===== config.mk =====
export PLATFORM = sky130hd
export DESIGN_NAME = byte_double_ended_queue_core
export DESIGN_NICKNAME = d
export VERILOG_FILES = /design/src/hdl/bdeq_pkg.sv /design/src/hdl/byte_double_ended_queue_core.sv /design/src/hdl/bdeq_ram.sv
export SDC_FILE = /design/constraint.sdc
export NUM_CORES = 1
export LEC_CHECK = 0
export CORE_MARGIN = 2
export CORE_UTILIZATION = 30
export DETAILED_ROUTE_END_ITERATION = 7
export DONT_BUFFER_PORTS = 1
export PLACE_DENSITY = 0.42
export SYNTH_ARGS = -nofsm -noshare
export SYNTH_HDL_FRONTEND = slang
export SYNTH_HIERARCHICAL = 1
export SYNTH_SLANG_ARGS = --single-unit

===== constraint.sdc =====
create_clock -name clk -period 4.15 [get_ports clk]
set_input_delay 0.83 -clock clk [delete_from_list [all_inputs] [get_ports clk]]
set_output_delay 0.83 -clock clk [all_outputs]
set_load 0.005 [all_outputs]

===== src/hdl/bdeq_pkg.sv =====
// Shared constants and transaction types for the byte double-ended queue.
// Used by byte_double_ended_queue_core; depends on nothing.
package bdeq_pkg;

	localparam int CAPACITY = 16;
	localparam int IDX_W    = (CAPACITY > 1) ? $clog2(CAPACITY) : 1;
	localparam int CNT_W    = $clog2(CAPACITY + 1);

	localparam int ACTION_W = 3;
	localparam int BYTE_W   = 8;
	localparam int ECNT_W   = 5;

	localparam logic [ACTION_W-1:0] ACT_PUSH_FRONT = 3'd0;
	localparam logic [ACTION_W-1:0] ACT_PUSH_BACK  = 3'd1;
	localparam logic [ACTION_W-1:0] ACT_POP_FRONT  = 3'd2;
	localparam logic [ACTION_W-1:0] ACT_POP_BACK   = 3'd3;
	localparam logic [ACTION_W-1:0] ACT_QUERY      = 3'd4;

	typedef struct packed {
		logic [ACTION_W-1:0] action;
		logic [BYTE_W-1:0]   push_value;
	} req_t;

	typedef struct packed {
		logic [BYTE_W-1:0] popped_value;
		logic [BYTE_W-1:0] front_value;
		logic [BYTE_W-1:0] back_value;
		logic [ECNT_W-1:0] entry_count;
		logic              empty_flag;
		logic              full_flag;
		logic              rejected;
	} rsp_t;

endpackage


===== src/hdl/byte_double_ended_queue_core.sv =====
// Byte double-ended queue: circular entry RAM plus head/count and cached end bytes.
// Depends on bdeq_pkg and bdeq_ram.
//
//   channel | valid     | stall     | payload            | role
//   --------+-----------+-----------+--------------------+----------------------------
//   request | req_valid | req_stall | req  (bdeq_pkg::req_t) | one action per transaction
//   result  | rsp_valid | rsp_stall | rsp  (bdeq_pkg::rsp_t) | one result per request
//
// Push, query, unused and rejected actions form their result from the request itself;
// a pop that leaves bytes behind waits in ST_READ for the registered end-byte RAM read.
// A result waits in the output register; while it is stalled one more result
// can be parked, after which req_stall stays high until the output drains.
// Reset clears head, count, state and valid flags; the entry RAM is not cleared.
module byte_double_ended_queue_core (
	input  logic             clk,
	input  logic             arst_n,
	input  logic             req_valid,
	output logic             req_stall,
	input  bdeq_pkg::req_t   req,
	output logic             rsp_valid,
	input  logic             rsp_stall,
	output bdeq_pkg::rsp_t   rsp
);

	typedef enum logic [2:0] {
		ST_IDLE = 3'b001,
		ST_READ = 3'b010,
		ST_HOLD = 3'b100
	} state_t;

	state_t st_q, st_d;

	logic [bdeq_pkg::IDX_W-1:0]  head_q, head_d;
	logic [bdeq_pkg::CNT_W-1:0]  cnt_q, cnt_d;
	logic [bdeq_pkg::BYTE_W-1:0] front_q, front_d;
	logic [bdeq_pkg::BYTE_W-1:0] back_q, back_d;

	logic                        front_pop_s1;
	logic [bdeq_pkg::BYTE_W-1:0] popped_s1;

	bdeq_pkg::rsp_t pend_q;
	bdeq_pkg::rsp_t rsp_q;
	logic           rsp_valid_q;

	logic                        acc;
	logic                        full;
	logic                        empty;
	logic                        go_read;
	logic                        rej;
	logic [bdeq_pkg::BYTE_W-1:0] popped;
	logic                        wr_en;
	logic [bdeq_pkg::IDX_W-1:0]  wr_addr;
	logic                        rd_en;
	logic [bdeq_pkg::IDX_W-1:0]  rd_addr;
	logic [bdeq_pkg::BYTE_W-1:0] rd_data;
	logic [bdeq_pkg::IDX_W-1:0]  head_dec;
	logic [bdeq_pkg::IDX_W-1:0]  head_inc;
	logic                        out_free;
	logic                        res_valid;
	bdeq_pkg::rsp_t              res;

	// (base + off) mod CAPACITY, with off below CAPACITY
	function automatic logic [bdeq_pkg::IDX_W-1:0] wrap_idx(
		input logic [bdeq_pkg::IDX_W-1:0] base,
		input logic [bdeq_pkg::CNT_W-1:0] off
	);
		logic [bdeq_pkg::CNT_W:0] sum;
		sum = (bdeq_pkg::CNT_W+1)'(base) + (bdeq_pkg::CNT_W+1)'(off);
		if (sum >= (bdeq_pkg::CNT_W+1)'(bdeq_pkg::CAPACITY)) begin
			sum = sum - (bdeq_pkg::CNT_W+1)'(bdeq_pkg::CAPACITY);
		end
		return bdeq_pkg::IDX_W'(sum);
	endfunction

	function automatic bdeq_pkg::rsp_t make_rsp(
		input logic [bdeq_pkg::BYTE_W-1:0] pop_v,
		input logic [bdeq_pkg::BYTE_W-1:0] fr_v,
		input logic [bdeq_pkg::BYTE_W-1:0] bk_v,
		input logic [bdeq_pkg::CNT_W-1:0]  cnt,
		input logic                        rj
	);
		bdeq_pkg::rsp_t r;
		logic           no_bytes;
		no_bytes       = (cnt == '0);
		r.popped_value = pop_v;
		r.front_value  = no_bytes ? '0 : fr_v;
		r.back_value   = no_bytes ? '0 : bk_v;
		r.entry_count  = bdeq_pkg::ECNT_W'(cnt);
		r.empty_flag   = no_bytes;
		r.full_flag    = (cnt == bdeq_pkg::CNT_W'(bdeq_pkg::CAPACITY));
		r.rejected     = rj;
		return r;
	endfunction

	assign acc       = req_valid && (st_q == ST_IDLE);
	assign req_stall = (st_q != ST_IDLE);
	assign full      = (cnt_q == bdeq_pkg::CNT_W'(bdeq_pkg::CAPACITY));
	assign empty     = (cnt_q == '0);
	assign head_dec  = wrap_idx(head_q, bdeq_pkg::CNT_W'(bdeq_pkg::CAPACITY - 1));
	assign head_inc  = wrap_idx(head_q, bdeq_pkg::CNT_W'(1));
	assign out_free  = !rsp_valid_q || !rsp_stall;

	always_comb begin
		head_d  = head_q;
		cnt_d   = cnt_q;
		front_d = front_q;
		back_d  = back_q;
		wr_en   = 1'b0;
		wr_addr = head_q;
		rd_en   = 1'b0;
		rd_addr = head_q;
		popped  = '0;
		rej     = 1'b0;
		go_read = 1'b0;
		if (acc) begin
			case (req.action)
				bdeq_pkg::ACT_PUSH_FRONT: begin
					if (full) begin
						rej = 1'b1;
					end else begin
						wr_en   = 1'b1;
						wr_addr = head_dec;
						head_d  = head_dec;
						cnt_d   = cnt_q + bdeq_pkg::CNT_W'(1);
						front_d = req.push_value;
						if (empty) begin
							back_d = req.push_value;
						end
					end
				end
				bdeq_pkg::ACT_PUSH_BACK: begin
					if (full) begin
						rej = 1'b1;
					end else begin
						wr_en   = 1'b1;
						wr_addr = wrap_idx(head_q, cnt_q);
						cnt_d   = cnt_q + bdeq_pkg::CNT_W'(1);
						back_d  = req.push_value;
						if (empty) begin
							front_d = req.push_value;
						end
					end
				end
				bdeq_pkg::ACT_POP_FRONT: begin
					if (empty) begin
						rej = 1'b1;
					end else begin
						popped = front_q;
						head_d = head_inc;
						cnt_d  = cnt_q - bdeq_pkg::CNT_W'(1);
						// fetch the new front byte unless the queue drains
						if (cnt_q != bdeq_pkg::CNT_W'(1)) begin
							rd_en   = 1'b1;
							rd_addr = head_inc;
							go_read = 1'b1;
						end
					end
				end
				bdeq_pkg::ACT_POP_BACK: begin
					if (empty) begin
						rej = 1'b1;
					end else begin
						popped = back_q;
						cnt_d  = cnt_q - bdeq_pkg::CNT_W'(1);
						if (cnt_q != bdeq_pkg::CNT_W'(1)) begin
							rd_en   = 1'b1;
							rd_addr = wrap_idx(head_q, cnt_q - bdeq_pkg::CNT_W'(2));
							go_read = 1'b1;
						end
					end
				end
				default: begin
				end
			endcase
		end else if (st_q == ST_READ) begin
			if (front_pop_s1) begin
				front_d = rd_data;
			end else begin
				back_d = rd_data;
			end
		end
	end

	always_comb begin
		res_valid = 1'b0;
		res       = pend_q;
		st_d      = st_q;
		case (st_q)
			ST_IDLE: begin
				if (acc && go_read) begin
					st_d = ST_READ;
				end else if (acc) begin
					res_valid = 1'b1;
					res       = make_rsp(popped, front_d, back_d, cnt_d, rej);
					if (!out_free) begin
						st_d = ST_HOLD;
					end
				end
			end
			ST_READ: begin
				res_valid = 1'b1;
				res       = make_rsp(popped_s1, front_d, back_d, cnt_q, 1'b0);
				st_d      = out_free ? ST_IDLE : ST_HOLD;
			end
			ST_HOLD: begin
				res_valid = 1'b1;
				if (out_free) begin
					st_d = ST_IDLE;
				end
			end
			default: begin
				st_d = ST_IDLE;
			end
		endcase
	end

	always_ff @(posedge clk or negedge arst_n) begin
		if (!arst_n) begin
			st_q        <= ST_IDLE;
			head_q      <= '0;
			cnt_q       <= '0;
			rsp_valid_q <= 1'b0;
		end else begin
			st_q   <= st_d;
			head_q <= head_d;
			cnt_q  <= cnt_d;
			if (out_free) begin
				rsp_valid_q <= res_valid;
			end
		end
	end

	always_ff @(posedge clk) begin
		front_q <= front_d;
		back_q  <= back_d;
		if (acc) begin
			front_pop_s1 <= (req.action == bdeq_pkg::ACT_POP_FRONT);
			popped_s1    <= popped;
		end
		// park the result while the output register is stalled
		if (res_valid && !out_free) begin
			pend_q <= res;
		end
		if (res_valid && out_free) begin
			rsp_q <= res;
		end
	end

	bdeq_ram #(
		.WIDTH(bdeq_pkg::BYTE_W),
		.DEPTH(bdeq_pkg::CAPACITY)
	) u_entry_ram (
		.clk    (clk),
		.wr_en  (wr_en),
		.wr_addr(wr_addr),
		.wr_data(req.push_value),
		.rd_en  (rd_en),
		.rd_addr(rd_addr),
		.rd_data(rd_data)
	);

	assign rsp_valid = rsp_valid_q;
	assign rsp       = rsp_q;

`ifndef ASSERT_OFF
	a_cnt_bound: assert property (@(posedge clk) disable iff (!arst_n)
		cnt_q <= bdeq_pkg::CNT_W'(bdeq_pkg::CAPACITY))
		else $error("entry count above capacity");

	a_read_after_accept: assert property (@(posedge clk) disable iff (!arst_n)
		(st_q == ST_READ) |-> $past(acc && go_read))
		else $error("read state without a pop that needs a RAM read");

	a_hold_needs_output: assert property (@(posedge clk) disable iff (!arst_n)
		(st_q == ST_HOLD) |-> rsp_valid_q)
		else $error("result parked while output register is free");

	a_full_push_no_change: assert property (@(posedge clk) disable iff (!arst_n)
		(acc && full && (req.action == bdeq_pkg::ACT_PUSH_FRONT ||
		req.action == bdeq_pkg::ACT_PUSH_BACK)) |=> $stable(cnt_q) && $stable(head_q))
		else $error("push on a full queue changed the state");

	a_ram_one_port: assert property (@(posedge clk) disable iff (!arst_n)
		!(wr_en && rd_en))
		else $error("entry RAM written and read in the same cycle");
`endif

endmodule


===== src/hdl/bdeq_ram.sv =====
// Generic single-write, single-read RAM with a registered read port.
// Stand-alone; no package dependency.
module bdeq_ram #(
	parameter int WIDTH = 8,
	parameter int DEPTH = 16
) (
	input  logic                     clk,
	input  logic                     wr_en,
	input  logic [$clog2(DEPTH)-1:0] wr_addr,
	input  logic [WIDTH-1:0]         wr_data,
	input  logic                     rd_en,
	input  logic [$clog2(DEPTH)-1:0] rd_addr,
	output logic [WIDTH-1:0]         rd_data
);

	logic [WIDTH-1:0] mem_q [DEPTH];
	logic [WIDTH-1:0] rd_data_q;

	always_ff @(posedge clk) begin
		if (wr_en) begin
			mem_q[wr_addr] <= wr_data;
		end
		if (rd_en) begin
			rd_data_q <= mem_q[rd_addr];
		end
	end

	assign rd_data = rd_data_q;

endmodule


==> reports/summary.log, run 1 <==
[run_status] status complete, no violations
[sta] number of max-slew violations in the final report 0
[cts] Post-CTS Setup Repair Bufs 0
[synth] number of library cell types mapped by synthesis 66
[synth] number of cells produced by synthesis 749
[synth] register bit total from synthesis 238
[cts] H-tree levels 1
[global_route] vias in the first global route 6718
[power] switching share of power 33.2%
[detailed_routing] vias after detailed routing 6561
[finish] fraction of layout cells with a size suffix above 1 15.8%
[power] Switch Pwr 2.68 mW
[sta] unrepaired setup endpoints after global routing no
[cts] count of instances resized after the clock tree is built 0
[detailed_routing] number of search-and-repair iterations in the first detailed-routing pass 5
[finish] Antenna Cells 0
[global_route] largest net degree at the start of global routing 33
[die] die height 193 um
[synth] most frequently used flop master after synthesis sky130_fd_sc_hd__edfxtp_1
[sta] final worst path period need 3560 ps
[synth] mux contribution to synthesized area 8.07%
[die] width of the die 193 um
[cts] CTS hold repair buffers 1
[power] clock power share 27.9%
[synth] post-synth top area share 58.4%
[synth] Synth Area per Inst 14.3 sq um
[detailed_routing] routed length per instance 22.1 um
[detailed_routing] Starting DRT DRC Count 497
[hold_path] worst min path class in -> async
[power] leakage power summed over all cells 4.23 nW
[synth] Compound-Gate Fraction of Synth Area 11.3%
[finish] Post-layout nets 802
[setup_path] critical path data required time 4430 ps
[synth] simple-gate share of the synthesized area 10.3%
[sta] worst-case headroom to the max-slew limit 47.5%
[synth] ranking of synthesized cells by instance count sky130_fd_sc_hd__edfxtp_1, sky130_fd_sc_hd__nand2_1, sky130_fd_sc_hd__a22oi_1, sky130_fd_sc_hd__nor2_1, sky130_fd_sc_hd__clkbuf_1
[synth] post-synthesis share of cell area spent on full adders, half adders and majority gates 2.00%
[flow_run] maxcap violations 0
[cts] CTS max path bufs 3
[die] number of ports placed on the die boundary 49
[detailed_routing] antenna-violating nets left 0
[synth] fraction of the yosys area taken by sequential cells 64.5%
[power] internal power 5.39 mW
[sta] total count of hold-check failures in the final report 0
[synth] cell area after synthesis 10700 sq um
[global_route] initial antenna violation count 2
[power] relative contribution of sequential cells to total power 41.4%
[setup_path] Arrival @ worst endpoint 3850 ps
[global_route] first-pass GRT wire length 42.1 mm
[sta] period utilisation layout 85.8%
[sta] Max Clk Rate 0.281 GHz
[finish] Syn-to-layout area delta 14.0%
[die] Core Box Area 35400 sq um
[detailed_routing] Avg Vias per Cell 5.24
[cts] clock tree from TritonCTS yes
[synth] ys async rst share 5.46%
[synth] post-synthesis share of cell area spent on xor and xnor gates 1.14%
[place] number of buffers added on ports 0
[synth] most frequent cell after synthesis sky130_fd_sc_hd__edfxtp_1
[cts] Root Buffer Master sky130_fd_sc_hd__clkbuf_16
[synth] cell type with the highest aggregate area in the netlist sky130_fd_sc_hd__edfxtp_1
[sta] worst hold slack 134 ps
[die] number of placement rows 69
[detailed_routing] total DRC errors in the routed layout 0
[power] power per standard cell area 659 nW/um^2
[synth] dominant combinational cell family by area after synthesis compound AO/OA/AOI/OAI gates
[cts] total clock sinks 238
[setup_path] Setup CP Type reg -> reg
[setup_path] startpoint type of the worst setup path register
[synth] top post-synthesis cells by area sky130_fd_sc_hd__edfxtp_1, sky130_fd_sc_hd__mux4_2, sky130_fd_sc_hd__mux4_1
[global_route] Global Route Usage Sum 14.6%
[sta] clk_skew 12.1 ps
[synth] Net Count, Synth 780
[sta] final setup TNS 0 ps
[global_route] remaining global-route overflow 0
[setup_path] top fanout value on the critical path 32
[synth] YS warnings 6
[setup_path] CP Capture Type register
[place] Routability Congestion 0.802
[cts] Skew-Pair Late Insertion Delay 540 ps
[sta] final number of setup-violating endpoints 0
[die] effective utilization at floorplan 30.3%
[power] part of the total power dissipated in combinational logic 30.7%
[sta] pin slew with the least headroom to its limit 779 ps
[power] peak ir drop on the vdd network 0.339 mV
[place] post-DP HPWL 18.6 mm
[cts] number of buffers inserted during clock tree synthesis 27
[die] Total Die Area 37300 sq um
[detailed_routing] total routed wirelength 27.7 mm
[cts] Reg clk slew, reported paths 60 ps
[synth] number of synthesized flops with an enable pin 209
==> through the flow <==
step	util (%)	instances	setup slack (ps)	cell area, sq um	power, mW
floorplan	-	749	452	10700	5.15
global placement	32.2	1202	647	11400	5.87
detailed placement	32.2	1202	566	11400	5.89
CTS	34.6	1251	553	12200	8.17
global route	34.6	1251	317	12200	8.51
finish	34.6	1251	588	12200	8.07
==> power by group through the flow <==
stage	registers (mW)	logic (mW)	clock network (mW)
floorplan	3.24	1.91	0
global placement	3.38	2.48	0
detailed placement	3.39	2.50	0
CTS	3.34	2.51	2.32
global route	3.38	2.73	2.41
finish	3.34	2.48	2.25
==> cells by family after synthesis <==
family,count (synthesis)
AO/OA/AOI/OAI,162
XOR/XNOR,14
adder cells (fa/ha/maj),16
buffers and inverters,58
flip-flops,238
multiplexers,41
AND/OR/NAND/NOR,220
==> final timing paths <==
path / depth (start not counted) / to / from / slack [ps]
setup / recovery: 10 / u_entry_ram/rd_data[4] / cnt_q[1] / 590
hold / removal: 0 / st_q[0] / arst_n / 130
setup reg to reg: 10 / u_entry_ram/rd_data[4] / cnt_q[1] / 590
hold reg to reg: 2 / back_q[4] / back_q[4] / 540
max in group asynchronous: 1 / rsp_valid / arst_n / 2940
min in group clk: 0 / u_entry_ram/mem_q[5][7] / req[7] / 380
==> state kept, by name (all words and copies together) (netlist names) <==
register and count:
back_q 8, cnt_q 5, front_pop_s1 1, front_q 8, head_q 4, pend_q 32
popped_s1 8, rsp 32, rsp_valid 1, st_q 3, u_entry_ram/mem_q 128, u_entry_ram/rd_data 8
==> critical path: stages (launching register included) <==
cell                      delay [ps]
sky130_fd_sc_hd__dfrtp_1         540
sky130_fd_sc_hd__inv_1           240
sky130_fd_sc_hd__ha_1            310
sky130_fd_sc_hd__o21ai_1         150
sky130_fd_sc_hd__buf_4           170
sky130_fd_sc_hd__nand3_1         330
sky130_fd_sc_hd__o21ai_4         280
sky130_fd_sc_hd__buf_12          270
sky130_fd_sc_hd__mux4_1          610
sky130_fd_sc_hd__a22oi_1         280
sky130_fd_sc_hd__nand2_1         100
==> placed cells by master (no fill, tap or decap), types with 8 or more instances in the layout <==
cell | Yosys | final
sky130_fd_sc_hd__nand2_1 | 93 | 93
sky130_fd_sc_hd__mux4_2 | 18 | 18
sky130_fd_sc_hd__a221o_1 | 15 | 15
sky130_fd_sc_hd__ha_1 | 14 | 14
sky130_fd_sc_hd__dfxtp_1 | 16 | 16
sky130_fd_sc_hd__clkbuf_1 | 26 | 11
sky130_fd_sc_hd__edfxtp_1 | 209 | 209
sky130_fd_sc_hd__and2_1 | 9 | 9
sky130_fd_sc_hd__nor2_1 | 36 | 34
sky130_fd_sc_hd__a32oi_1 | 11 | 11
sky130_fd_sc_hd__clkbuf_16 | 0 | 27
sky130_fd_sc_hd__a22oi_1 | 41 | 41
sky130_fd_sc_hd__nor3_1 | 10 | 10
sky130_fd_sc_hd__mux4_1 | 14 | 14
sky130_fd_sc_hd__xnor2_1 | 8 | 8
sky130_fd_sc_hd__a22o_1 | 9 | 9
sky130_fd_sc_hd__a21oi_1 | 17 | 15
sky130_fd_sc_hd__o21ai_2 | 10 | 11
sky130_fd_sc_hd__o21ai_0 | 22 | 20
sky130_fd_sc_hd__dfrtp_1 | 12 | 12
sky130_fd_sc_hd__nand3_1 | 18 | 18
sky130_fd_sc_hd__buf_4 | 1 | 35
sky130_fd_sc_hd__inv_1 | 12 | 12
sky130_fd_sc_hd__and3_1 | 15 | 15
==> area by class of cell <==
cell class / count / area (sq um)
Tap cell: 461 / 577
Sequential cell: 238 / 6920
Timing Repair Buffer: 38 / 313
Clock inverter: 10 / 103
Fill cell: 3472 / 23200
Inverter: 13 / 48.8
Multi-Input combinational cell: 453 / 3560
Clock buffer: 38 / 717
==> layer usage <==
layer | up-vias | GRT usage [%] | wire (um)
li1 | 2998 | - | -
met1 | 3340 | 18.8 | 12200
met2 | 173 | 25.2 | 13600
met3 | 50 | 2.23 | 1110
met4 | 0 | 4.52 | 795
met5 | - | 0 | 0
Note: power is estimated with default switching activity, not from simulation.
==> run 2: changes to the inputs <==
- ABC_AREA: not set -> 1
- CORE_ASPECT_RATIO: not set -> 1.25
==> run 2 against run 1 <==
Clock power is 13% higher. Clock-buffer cell count is 3 lower. Highest routed layer unchanged. Fmax is 3.3% higher. Register-to-register slack better by 110 ps. Via count is 31% higher. Sequential share of layout area is 4.4 points lower. Critical path depth stayed put. Setup slack better by 110 ps.
==> reports/summary.log, run 2 <==
[power] part of the total power dissipated in combinational logic 36.7% [was 30.7%]
[global_route] Global Route Usage Sum 16.9% [was 14.6%]
[detailed_routing] total routed wirelength 34.3 mm [was 27.7 mm]
[finish] Post-layout nets 1275 [was 802]
[flow_run] maxcap violations 0 [unchanged]
[global_route] vias in the first global route 8715 [was 6718]
[sta] Max Clk Rate 0.290 GHz [was 0.281 GHz]
[cts] count of instances resized after the clock tree is built 0 [unchanged]
[synth] Synth Area per Inst 9.47 sq um [was 14.3 sq um]
[sta] clk_skew 37.8 ps [was 12.1 ps]
[power] peak ir drop on the vdd network 0.304 mV [was 0.339 mV]
[place] Routability Congestion 0.835 [was 0.802]
[power] leakage power summed over all cells 5.46 nW [was 4.23 nW]
[finish] Most flops, register u_entry_ram/mem_q [unchanged]
[power] switching share of power 39.5% [was 33.2%]
[cts] H-tree levels 1 [unchanged]
[sta] total count of hold-check failures in the final report 0 [unchanged]
[finish] fraction of layout cells with a size suffix above 1 9.64% [was 15.8%]
[synth] ys async rst share 5.46% [unchanged]
[sta] worst-case headroom to the max-slew limit 37.9% [was 47.5%]
[synth] most frequent cell after synthesis sky130_fd_sc_hd__nand2_1 [was sky130_fd_sc_hd__edfxtp_1]
[die] width of the die 182 um [was 193 um]
[global_route] first-pass GRT wire length 53.0 mm [was 42.1 mm]
[finish] leading cell type in the layout, fill and taps excluded sky130_fd_sc_hd__nand2_1 [was sky130_fd_sc_hd__edfxtp_1]
[power] internal power 5.72 mW [was 5.39 mW]
[sta] worst hold slack 123 ps [was 134 ps]
[setup_path] Arrival @ worst endpoint 3650 ps [was 3850 ps]
[sta] period utilisation layout 83.1% [was 85.8%]
[synth] cell type with the highest aggregate area in the netlist sky130_fd_sc_hd__edfxtp_1 [unchanged]
[detailed_routing] total DRC errors in the routed layout 0 [unchanged]
[cts] Reg clk slew, reported paths 60 ps [about the same]
[synth] post-synth top area share 52.9% [was 58.4%]
[die] die height 226 um [was 193 um]
[sta] final setup TNS 0 ps [unchanged]
[die] number of ports placed on the die boundary 49 [unchanged]
[power] clock power share 26.9% [was 27.9%]
[finish] Final Util 34.0% [was 34.6%]
[detailed_routing] number of search-and-repair iterations in the first detailed-routing pass 5 [unchanged]
[power] total power draw 9.47 mW [was 8.07 mW]
[power] relative contribution of sequential cells to total power 36.4% [was 41.4%]
[synth] register bit total from synthesis 238 [unchanged]
[hold_path] worst min path class in -> async [unchanged]
[run_status] status complete, no violations [unchanged]
[sta] pin slew with the least headroom to its limit 930 ps [was 779 ps]
[sta] unrepaired setup endpoints after global routing no [unchanged]
[cts] Root Buffer Master sky130_fd_sc_hd__clkbuf_16 [unchanged]
[setup_path] startpoint type of the worst setup path register [unchanged]
[place] number of buffers added on ports 0 [unchanged]
[cts] total clock sinks 238 [unchanged]
[finish] leading cell types in the layout, fill and taps excluded sky130_fd_sc_hd__nand2_1, sky130_fd_sc_hd__edfxtp_1, sky130_fd_sc_hd__inv_1, sky130_fd_sc_hd__nand3_1, sky130_fd_sc_hd__o21ai_0 [was sky130_fd_sc_hd__edfxtp_1, sky130_fd_sc_hd__nand2_1, sky130_fd_sc_hd__a22oi_1, sky130_fd_sc_hd__buf_4, sky130_fd_sc_hd__nor2_1]
[finish] flip-flop count of the largest register, all copies and words added 128 [unchanged]
[synth] fraction of the yosys area taken by sequential cells 58.3% [was 64.5%]
[setup_path] R2R depth 10 [unchanged]
[global_route] initial antenna violation count 0 [was 2]
[detailed_routing] vias after detailed routing 8572 [was 6561]
[setup_path] CP Capture Type register [unchanged]
[detailed_routing] Starting DRT DRC Count 485 [was 497]
[die] number of placement rows 81 [was 69]
[global_route] remaining global-route overflow 0 [unchanged]
[synth] ranking of synthesized cells by instance count sky130_fd_sc_hd__nand2_1, sky130_fd_sc_hd__edfxtp_1, sky130_fd_sc_hd__inv_1, sky130_fd_sc_hd__nand3_1, sky130_fd_sc_hd__o21ai_0 [was sky130_fd_sc_hd__edfxtp_1, sky130_fd_sc_hd__nand2_1, sky130_fd_sc_hd__a22oi_1, sky130_fd_sc_hd__nor2_1, sky130_fd_sc_hd__clkbuf_1]
[setup_path] reg2reg end u_entry_ram/mem_q[6][0] [was u_entry_ram/rd_data[4]]
[synth] number of library cell types mapped by synthesis 51 [was 66]
[cts] Skew-Pair Late Insertion Delay 580 ps [was 540 ps]
[finish] number of inserted filler cells in the final layout 4022 [was 3472]
[power] Switch Pwr 3.74 mW [was 2.68 mW]
[place] post-DP HPWL 23.9 mm [was 18.6 mm]
[detailed_routing] Avg Vias per Cell 4.86 [was 5.24]
[die] effective utilization at floorplan 30.3% [about the same]
[setup_path] critical path data required time 4350 ps [was 4430 ps]
[power] power per standard cell area 712 nW/um^2 [was 659 nW/um^2]
[die] Core Box Area 39100 sq um [was 35400 sq um]
[setup_path] Setup CP Type reg -> reg [unchanged]
[synth] number of cells produced by synthesis 1253 [was 749]
[synth] top post-synthesis cells by area sky130_fd_sc_hd__edfxtp_1, sky130_fd_sc_hd__nand2_1, sky130_fd_sc_hd__nand3_1 [was sky130_fd_sc_hd__edfxtp_1, sky130_fd_sc_hd__mux4_2, sky130_fd_sc_hd__mux4_1]
[setup_path] top fanout value on the critical path 11 [was 32]
[sta] final worst path period need 3450 ps [was 3560 ps]
[sta] final number of setup-violating endpoints 0 [unchanged]
[cts] Post-CTS Setup Repair Bufs 0 [unchanged]
[global_route] largest net degree at the start of global routing 65 [was 33]
[synth] number of synthesized flops with an enable pin 209 [unchanged]
[sta] number of max-slew violations in the final report 0 [unchanged]
[cts] number of buffers inserted during clock tree synthesis 27 [unchanged]
[synth] most frequently used flop master after synthesis sky130_fd_sc_hd__edfxtp_1 [unchanged]
[finish] Antenna Cells 0 [unchanged]
[die] Total Die Area 41200 sq um [was 37300 sq um]
[sta] final critical-path setup slack 702 ps [was 588 ps]
[synth] YS warnings 6 [unchanged]
[cts] clock tree from TritonCTS yes [unchanged]
[cts] CTS max path bufs 3 [unchanged]
[synth] Net Count, Synth 1284 [was 780]
[place] worst setup timing slack at the placement stage 610 ps [was 566 ps]
[finish] Syn-to-layout area delta 12.0% [was 14.0%]
[synth] cell area after synthesis 11900 sq um [was 10700 sq um]
[setup_path] reg-to-reg startpoint cnt_q[1] [unchanged]
[detailed_routing] routed length per instance 19.5 um [was 22.1 um]
[cts] CTS hold repair buffers 1 [unchanged]
[setup_path] Worst R2R Setup Slack 700 ps [was 590 ps]
[detailed_routing] antenna-violating nets left 0 [unchanged]
run 2: kinds of logic (layout without fill, tap and decap cells):
| logic type | Yosys count | after routing | synth area share, % |
|---|---|---|---|
| adders and majority gates | 16 | 16 | 1.81 |
| DFF | 238 | 238 | 58.3 |
| muxes | 1 | 1 | 0.0843 |
| buffers and inverters | 229 | 241 | 8.24 |
| and+or+nand+nor | 612 | 612 | 23.2 |
| xor gates and xnor gates | 13 | 13 | 0.959 |
| AOI/OAI and AO/OA | 144 | 144 | 7.40 |
run 2: worst max-delay path by stage:
| stage | from | endpoint | depth (start not counted) | slack, ps |
|---|---|---|---|---|
| global placement | req[10] | u_entry_ram/mem_q[9][2] | 10 | 640 |
| finish | cnt_q[1] | u_entry_ram/mem_q[6][0] | 10 | 700 |
| CTS | cnt_q[1] | u_entry_ram/rd_data[7] | 15 | 700 |
| detailed placement | req[10] | u_entry_ram/mem_q[9][1] | 10 | 610 |
| global route | cnt_q[1] | u_entry_ram/mem_q[13][3] | 9 | 370 |
| floorplan | cnt_q[1] | pend_q[0] | 10 | 790 |
run 2: cell type report:
cell class	instances	area, sq um	area share [%]
inverter	173	649	4.89
tap	498	623	4.69
clock inverter	15	221	1.67
timing repair buffer	18	150	1.13
clock buffer	35	726	5.46
multi-input combinational	786	4000	30.1
sequential	238	6920	52.1
run 2: through the flow:
step                      std cells  area, sq um
after global placement         1712        12300
final                          1763        13300
after global routing           1763        13300
after floorplan                1253        11900
after CTS                      1763        13300
after detailed placement       1712        12300
run 2: critical path, stage by stage, from the launching register on:
cell                       delay, ps
sky130_fd_sc_hd__dfrtp_1         470
sky130_fd_sc_hd__inv_1           260
sky130_fd_sc_hd__ha_1            250
sky130_fd_sc_hd__nand3_2         250
sky130_fd_sc_hd__nand2_1         240
sky130_fd_sc_hd__nor2_1          120
sky130_fd_sc_hd__o22ai_1         170
sky130_fd_sc_hd__o21ai_0         100
sky130_fd_sc_hd__o31ai_1         130
sky130_fd_sc_hd__nand3b_1        430
sky130_fd_sc_hd__nor2_1          670
run 2: power groups by stage:
stage,Combinational [mW],Clock [mW],Sequential (mW)
final,3.47,2.55,3.45
after CTS,3.53,2.63,3.45
after detailed placement,3.50,0,3.50
after global routing,3.91,2.71,3.49
after global placement,3.52,0,3.50
after floorplan,2.61,0,3.35
run 2: metal layers:
layer	up-vias	track usage, %	share of wire, %
met2	216	30.8	50
met4	0	6.06	3.4
met1	4117	20.3	42
met3	61	2.15	4.4
met5	-	0	0
li1	4178	-	-
